`config.mk`:
```
export PLATFORM = sky130hd
export DESIGN_NAME = ddf_ctrl
export DESIGN_NICKNAME = d
export VERILOG_FILES = /design/src/rtl/core/ddf_pkg.sv /design/src/rtl/core/ddf_ctrl.sv
export SDC_FILE = /design/constraint.sdc
export NUM_CORES = 1
export LEC_CHECK = 0
export ABC_CLOCK_PERIOD_IN_PS = 1200
export BUFFER_PORTS_ARGS = -buffer_cell sky130_fd_sc_hd__buf_2
export CAP_MARGIN = 25
export CELL_PAD_IN_SITES_DETAIL_PLACEMENT = 2
export CELL_PAD_IN_SITES_GLOBAL_PLACEMENT = 2
export CORE_AREA = 2 2 39 41
export CTS_CLUSTER_DIAMETER = 40
export CTS_CLUSTER_SIZE = 28
export DETAILED_ROUTE_END_ITERATION = 12
export DIE_AREA = 0 0 41 43
export PLACE_DENSITY_LB_ADDON = 0.1
export SYNTH_ARGS = -nofsm -noshare
export SYNTH_HDL_FRONTEND = slang
export SYNTH_SLANG_ARGS = --single-unit
```
`constraint.sdc`:
```
create_clock -name clk -period 1.2 [get_ports clk]
set_input_delay 0.12 -clock clk [delete_from_list [all_inputs] [get_ports clk]]
set_output_delay 0.12 -clock clk [all_outputs]
set_load 0.05 [all_outputs]
```
`src/rtl/core/ddf_pkg.sv`:
```
// Shared types and constants of the address dedupe filter with pending FIFO.
`default_nettype none

package ddf_pkg;

	localparam int SEEN_DEPTH  = 64;
	localparam int QUEUE_DEPTH = 32;

	localparam int SIDX_W = (SEEN_DEPTH > 1) ? $clog2(SEEN_DEPTH) : 1;
	localparam int SCNT_W = $clog2(SEEN_DEPTH + 1);
	localparam int QIDX_W = (QUEUE_DEPTH > 1) ? $clog2(QUEUE_DEPTH) : 1;
	localparam int QCNT_W = $clog2(QUEUE_DEPTH + 1);

	localparam int ADDR_W  = 48;
	localparam int KIND_W  = 2;
	localparam int LEVEL_W = 8;
	localparam int TIME_W  = 32;
	localparam int MAKER_W = 16;
	localparam int DEPTH_W = 6;
	localparam int TOTAL_W = 32;

	typedef enum logic [2:0] {
		ST_QUEUED     = 3'd0,
		ST_DUP        = 3'd1,
		ST_MALFORMED  = 3'd2,
		ST_TABLE_FULL = 3'd3,
		ST_FIFO_FULL  = 3'd4,
		ST_POPPED     = 3'd5,
		ST_EMPTY      = 3'd6
	} status_t;

	typedef enum logic [2:0] {
		S_IDLE   = 3'b001,
		S_SCAN   = 3'b010,
		S_COMMIT = 3'b100
	} state_t;

	// Controller to datapath.
	typedef struct packed {
		logic load;
		logic scan;
		logic commit;
	} cmd_t;

	// Datapath to controller.
	typedef struct packed {
		logic scan_done;
		logic skip;
	} sts_t;

	typedef struct packed {
		logic [ADDR_W-1:0] addr;
		logic [KIND_W-1:0] kind;
	} seen_ent_t;

	typedef struct packed {
		logic [ADDR_W-1:0]         addr;
		logic [KIND_W-1:0]         kind;
		logic signed [LEVEL_W-1:0] level;
		logic [TIME_W-1:0]         tms;
		logic [MAKER_W-1:0]        maker;
	} fifo_ent_t;

endpackage

`default_nettype wire

```
`src/rtl/core/ddf_ctrl.sv`:
```
// Controller state machine of the dedupe filter: load, table scan, commit.
`default_nettype none

module ddf_ctrl (
	input  wire logic          clk,
	input  wire logic          arst_n,
	input  wire logic          start,
	input  wire ddf_pkg::sts_t sts,
	output ddf_pkg::cmd_t      cmd,
	output logic               busy
);

	ddf_pkg::state_t state_q, state_nxt;

	always_ff @(posedge clk or negedge arst_n) begin
		if (!arst_n) begin
			state_q <= ddf_pkg::S_IDLE;
		end else begin
			state_q <= state_nxt;
		end
	end

	always_comb begin
		state_nxt  = state_q;
		cmd.load   = 1'b0;
		cmd.scan   = 1'b0;
		cmd.commit = 1'b0;
		unique case (state_q)
			ddf_pkg::S_IDLE: begin
				if (start) begin
					cmd.load  = 1'b1;
					state_nxt = ddf_pkg::S_SCAN;
				end
			end
			ddf_pkg::S_SCAN: begin
				// The scan state also reads the FIFO head, so even a pop passes through it.
				cmd.scan = 1'b1;
				if (sts.skip || sts.scan_done) begin
					state_nxt = ddf_pkg::S_COMMIT;
				end
			end
			ddf_pkg::S_COMMIT: begin
				cmd.commit = 1'b1;
				state_nxt  = ddf_pkg::S_IDLE;
			end
			default: begin
				state_nxt = ddf_pkg::S_IDLE;
			end
		endcase
	end

	assign busy = (state_q != ddf_pkg::S_IDLE);

endmodule

`default_nettype wire

```
==> results.cfg, run 1 <==
[synthesis]
synth_warnings = 0
netlist_instances = 15
yosysSeqAreaShare_pct = 51.26
synth_cell_types = 12
ys_ff_latch = 3
synthesis.area_um2 = 148.9
syn_avg_cell_area_um2 = 9.926
synth_nets = 20

[floorplanning]
rows = 14
ios = 9
die-area_mm2 = 0.001763
core_mm2 = 0.001384
die_w_um = 41
start_util_pct = 10.76
die_h_um = 43

[clocking]
htree_num_levels = 1
clock_latency_ps = 230
clk_pin_slew_ps = 40
cts-root-buf = clkbuf_4
cts.sinks = 3
cts_tree = yes
cts_buffers = 3
clk_path_buf_depth = 2

[critical_path]
rr_worst_depth = 4
startpoint_type = flip-flop
path_class = reg2out
reg2reg_to = state_q[1]
reg2reg_slack_ps = -90
required_ps = 1080
reg2reg_from = state_q[0]
crit_arrival_ps = 1380
end_kind = output pin
cp_max_fo = 2

[finish]
utilization_pct = 25.50
syn_to_final_growth_pct = 137.0
drive_gt1_share_pct = 75.76
multi_input_area_um2 = 112.6
insertedDiodeCount = 0
fin_nets = 39
largest_reg_flops = 3
num-fill-cells = 163
largest-register = state_q
reg_top3 = state_q x3
regArea_um2 = 76.32

[drt]
drtAntennaViolNets = 0
via_per_inst = 3.857
dr_total_vias = 189
remaining_drc_errors = 0
wl_per_cell_um = 10.65
drtPass1Iterations = 1
drt-total-wl_um = 522
drtIter0Drc = 0

[global_route]
grt-ovfl-total = 0
track_usage_pct = 9.164
grt_antenna_before_repair = 0
grt_pass1_wl_um = 1035
grt_start_max_net_pins = 6
grt_pass1_vias = 233

[sta]
worstMarginPinSlew_ps = 249.4
fmax_ghz = 0.6652
rsz0062_at_grt = true
skew_ps = 4.744
finalSetupTns_ps = -928.5
hold_viol_final = 0
post-route-period-util_pct = 125.3
fin_crit_ps = 1503
setup_viol = 5
drv_slew = 0
layout_setup_ws_ps = -303.4
slew_headroom_pct = 83.49

[status]
status = finished, violations left
violations = negative setup slack

[worst_hold_path]
hp-class = in2reg
worstHoldPathCells = 3
hp-start = sts[1]
whs_endpoint = state_q[2]

[pwr]
leakage_uw = 0.0001671
p_per_area_mw_per_mm2 = 2735
ir_drop_uv = 549.6

[placement]
place_congestion = 0.6971
portBuffers = 8
pre_cts_ws_ps = -152.2

[flow_run]
maxCapViolCount = 0
[final cells by class]
type,count,share of cell area [%]
Timing Repair Buffer,14,32.27
Multi-Input combinational cell,11,31.91
Sequential cell,3,21.63
Clock buffer,4,7.447
Tap cell,16,5.674
Inverter,1,1.064
[stage by stage]
step	hold WS, ps	instance area [um^2]	instances	power (uW)
final	169.9	352.8	49	965.2
after detailed placement	-75.96	256.5	43	655.6
after floorplan	-175.6	166.4	15	502.1
after global routing	179.5	352.8	49	1047
after CTS	162.9	346.6	50	963.7
after global placement	-80.12	256.5	43	649.2
[critical path, cell delays in order (launching register included)]
cell and delay (ps):
dfstp_2 520, or3b_4 390, nor2_4 100, buf_8 150
[synth_stat cells]
cell type	instances	area, um^2
nand2b_1	1	6.260
nand3b_1	1	7.510
a21o_1	1	7.510
or3b_1	1	8.760
or4b_1	1	10.01
nor3_1	1	5.000
nor3b_1	1	7.510
nor2_1	3	11.26
inv_1	1	3.750
dfstp_2	1	26.28
a21oi_1	1	5.000
dfrtp_1	2	50.05
[placed cells by master, fill, tap and decap left out, drive strengths merged, types with 2 or more instances in the layout]
master,Yosys,final
buf,0,13
nor2,3,3
clkbuf,0,4
dfrtp,2,2
[where the power goes]
group	switching, uW	internal [uW]
logic	344	277
registers	18.7	151
clock network	50.2	125
[worst max-delay path by stage]
stage	startpoint	end	slack (ps)
after CTS	state_q[0]	cmd[2]	-320
after floorplan	state_q[0]	cmd[2]	-240
after global routing	state_q[0]	cmd[2]	-350
final	state_q[0]	cmd[2]	-300
after detailed placement	state_q[0]	cmd[2]	-150
after global placement	state_q[0]	cmd[2]	-140
[kinds of logic after synthesis]
kind of cell | Yosys count | share of synthesized area [%]
buf+inv | 1 | 2.519
compound gates | 2 | 8.402
simple gates | 9 | 37.82
flops | 3 | 51.27
[per-layer routing]
| metal | track usage, % | vias up | wire length [um] |
|---|---|---|---|
| li1 | - | 90 | - |
| met1 | 9.416 | 93 | 172 |
| met5 | 0 | - | 0 |
| met4 | 10.00 | 0 | 11 |
| met3 | 1.571 | 2 | 26 |
| met2 | 13.75 | 4 | 311 |
[timing repair]
item / CTS / global route
hold buffers: 1 / 0
cloned: 0 / 0
pin swaps: 2 / 2
setup buffers: 2 / 1
endpoints found under the setup margin: 5 / 7
gates resized for setup: 10 / 4
hold endpoints to repair: 3 / 0
Power figures use the tool's default switching activity.
==> inputs of run 2 (changes only) <==
--- a/config.mk
+++ b/config.mk
@@ -17,3 +17,3 @@
 export DIE_AREA = 0 0 41 43
-export PLACE_DENSITY_LB_ADDON = 0.1
+export PLACE_DENSITY = 0.48
 export SYNTH_ARGS = -nofsm -noshare
--- a/constraint.sdc
+++ b/constraint.sdc
@@ -3,2 +3,2 @@
 set_output_delay 0.12 -clock clk [all_outputs]
-set_load 0.05 [all_outputs]
+set_load 0.005 [all_outputs]
==> run 2 against run 1 <==
Against the previous run: the run still ends with negative setup slack left; critical path depth is the same; register-to-register slack gained 100 ps; first-iteration DRC count is the same; combinational power shrank 48%; hold slack gained 8.4 ps; maximum frequency grew 5.4%; sequential share of layout area grew 4.0 points; largest power group unchanged; die area is the same.
==> results.cfg, run 2 (same netlist as run 1, synthesis figures left out) <==
[status]
status = finished, violations left
violations = negative setup slack

[clocking]
htree_num_levels = 1
cts_buffers = 3
cts-root-buf = clkbuf_4
clock_latency_ps = 230
clk_pin_slew_ps = 40
cts.sinks = 3
cts_tree = yes
clk_path_buf_depth = 2

[drt]
remaining_drc_errors = 0
wl_per_cell_um = 11.00
drtPass1Iterations = 1
drtAntennaViolNets = 0
drtIter0Drc = 0
drt-total-wl_um = 528
via_per_inst = 3.667
dr_total_vias = 176

[worst_hold_path]
worstHoldPathCells = 3
hp-start = sts[0]
whs_endpoint = state_q[2]
hp-class = in2reg

[critical_path]
reg2reg_to = state_q[1]
end_kind = output pin
required_ps = 1080
crit_arrival_ps = 1310
cpPeakStageDelay_ps = 510
cp.depth = 3
reg2reg_from = state_q[0]
path_cells = or3b_4, nor2_1, buf_2
path_buf_inv = 1
cp_slowest_cell = dfstp_2
reg2reg_slack_ps = 10
cp_top_family = flip-flops
rr_worst_depth = 3
path_class = reg2out
startpoint_type = flip-flop
cp_max_fo = 2

[global_route]
grt_pass1_vias = 199
grt-ovfl-total = 0
grt_start_max_net_pins = 6
grt_pass1_wl_um = 745
grt_antenna_before_repair = 0
track_usage_pct = 6.841

[sta]
layout_setup_ws_ps = -226.9
finalSetupTns_ps = -549.9
post-route-period-util_pct = 118.9
skew_ps = 0.4114
drv_slew = 0
setup_viol = 4
fin_crit_ps = 1427
slew_headroom_pct = 89.96
hold_viol_final = 0
worstMarginPinSlew_ps = 149.5
fmax_ghz = 0.7008
rsz0062_at_grt = true

[pwr]
p_per_area_mw_per_mm2 = 2268
leakage_uw = 0.0001525
power.total_uw = 686.7
ir_drop_uv = 618.4

[flow_run]
maxCapViolCount = 0

[floorplanning]
core_mm2 = 0.001384
start_util_pct = 10.76
rows = 14
die-area_mm2 = 0.001763
die_h_um = 43
ios = 9
die_w_um = 41

[finish]
largest_reg_flops = 3
fin_nets = 38
insertedDiodeCount = 0
mostFrequentLayoutCells = buf_2 (8), nor2_1 (3), clkbuf_4 (3), buf_4 (3)
drive_gt1_share_pct = 68.75
layout_commonest_cell = buf_2
stdcell_area_um2 = 302.8
largest-register = state_q
reg_top3 = state_q x3
syn_to_final_growth_pct = 103.4

[placement]
place_congestion = 0.6919
pre_cts_ws_ps = -3.939
portBuffers = 8
post_dp_cell_area_um2 = 224.0
run 2: per-stage QoR:
step | std cells | hold WS (ps) | util [%]
floorplan | 15 | -175.6 | -
global placement | 41 | -86.85 | 16.18
detailed placement | 41 | -83.05 | 16.18
CTS | 47 | 173.8 | 19.35
global route | 48 | 177.8 | 21.88
finish | 48 | 178.4 | 21.88
run 2: what timing repair did:
action                                  4_1_cts  5_1_grt
resized for setup                             0        7
hold buffers                                  1        0
endpoints found under the setup margin        3        5
pin swaps                                     2        3
endpoints found under the hold margin         3        0
setup buffers                                 1        1
run 2: worst min-delay path, cell delays in order:
cell and delay (ps):
buf_2 110, nor2_1 90, nor3_1 50
run 2: worst max-delay path by stage:
stage	endpoint	startpoint
floorplan	cmd[2]	state_q[0]
global placement	cmd[2]	state_q[0]
detailed placement	cmd[2]	state_q[0]
CTS	cmd[2]	state_q[0]
global route	cmd[2]	state_q[0]
finish	cmd[2]	state_q[0]
run 2: power breakdown:
| part | leakage (uW) | internal (uW) | switching (uW) |
|---|---|---|---|
| clock | 0.0000150 | 124 | 49.8 |
| combinational | 0.000102 | 205 | 118 |
| sequential | 0.0000358 | 153 | 36.7 |
| total | 0.000152 | 482 | 204 |
run 2: cell type report:
| class | instances | area, um^2 |
|---|---|---|
| fill | 162 | 1081 |
| tap | 16 | 20.02 |
| clock buffer | 4 | 26.28 |
| sequential | 3 | 77.57 |
| inverter | 1 | 3.754 |
| timing repair buffer | 13 | 83.83 |
| multi-input combinational | 11 | 91.34 |
run 2: per-layer routing:
| metal | vias up | wire [um] | global-route usage, % |
|---|---|---|---|
| li1 | 86 | - | - |
| met1 | 83 | 199 | 7.120 |
| met2 | 7 | 279 | 9.375 |
| met3 | 0 | 49 | 2.094 |
| met4 | 0 | 0 | 8.000 |
| met5 | - | 0 | 0 |
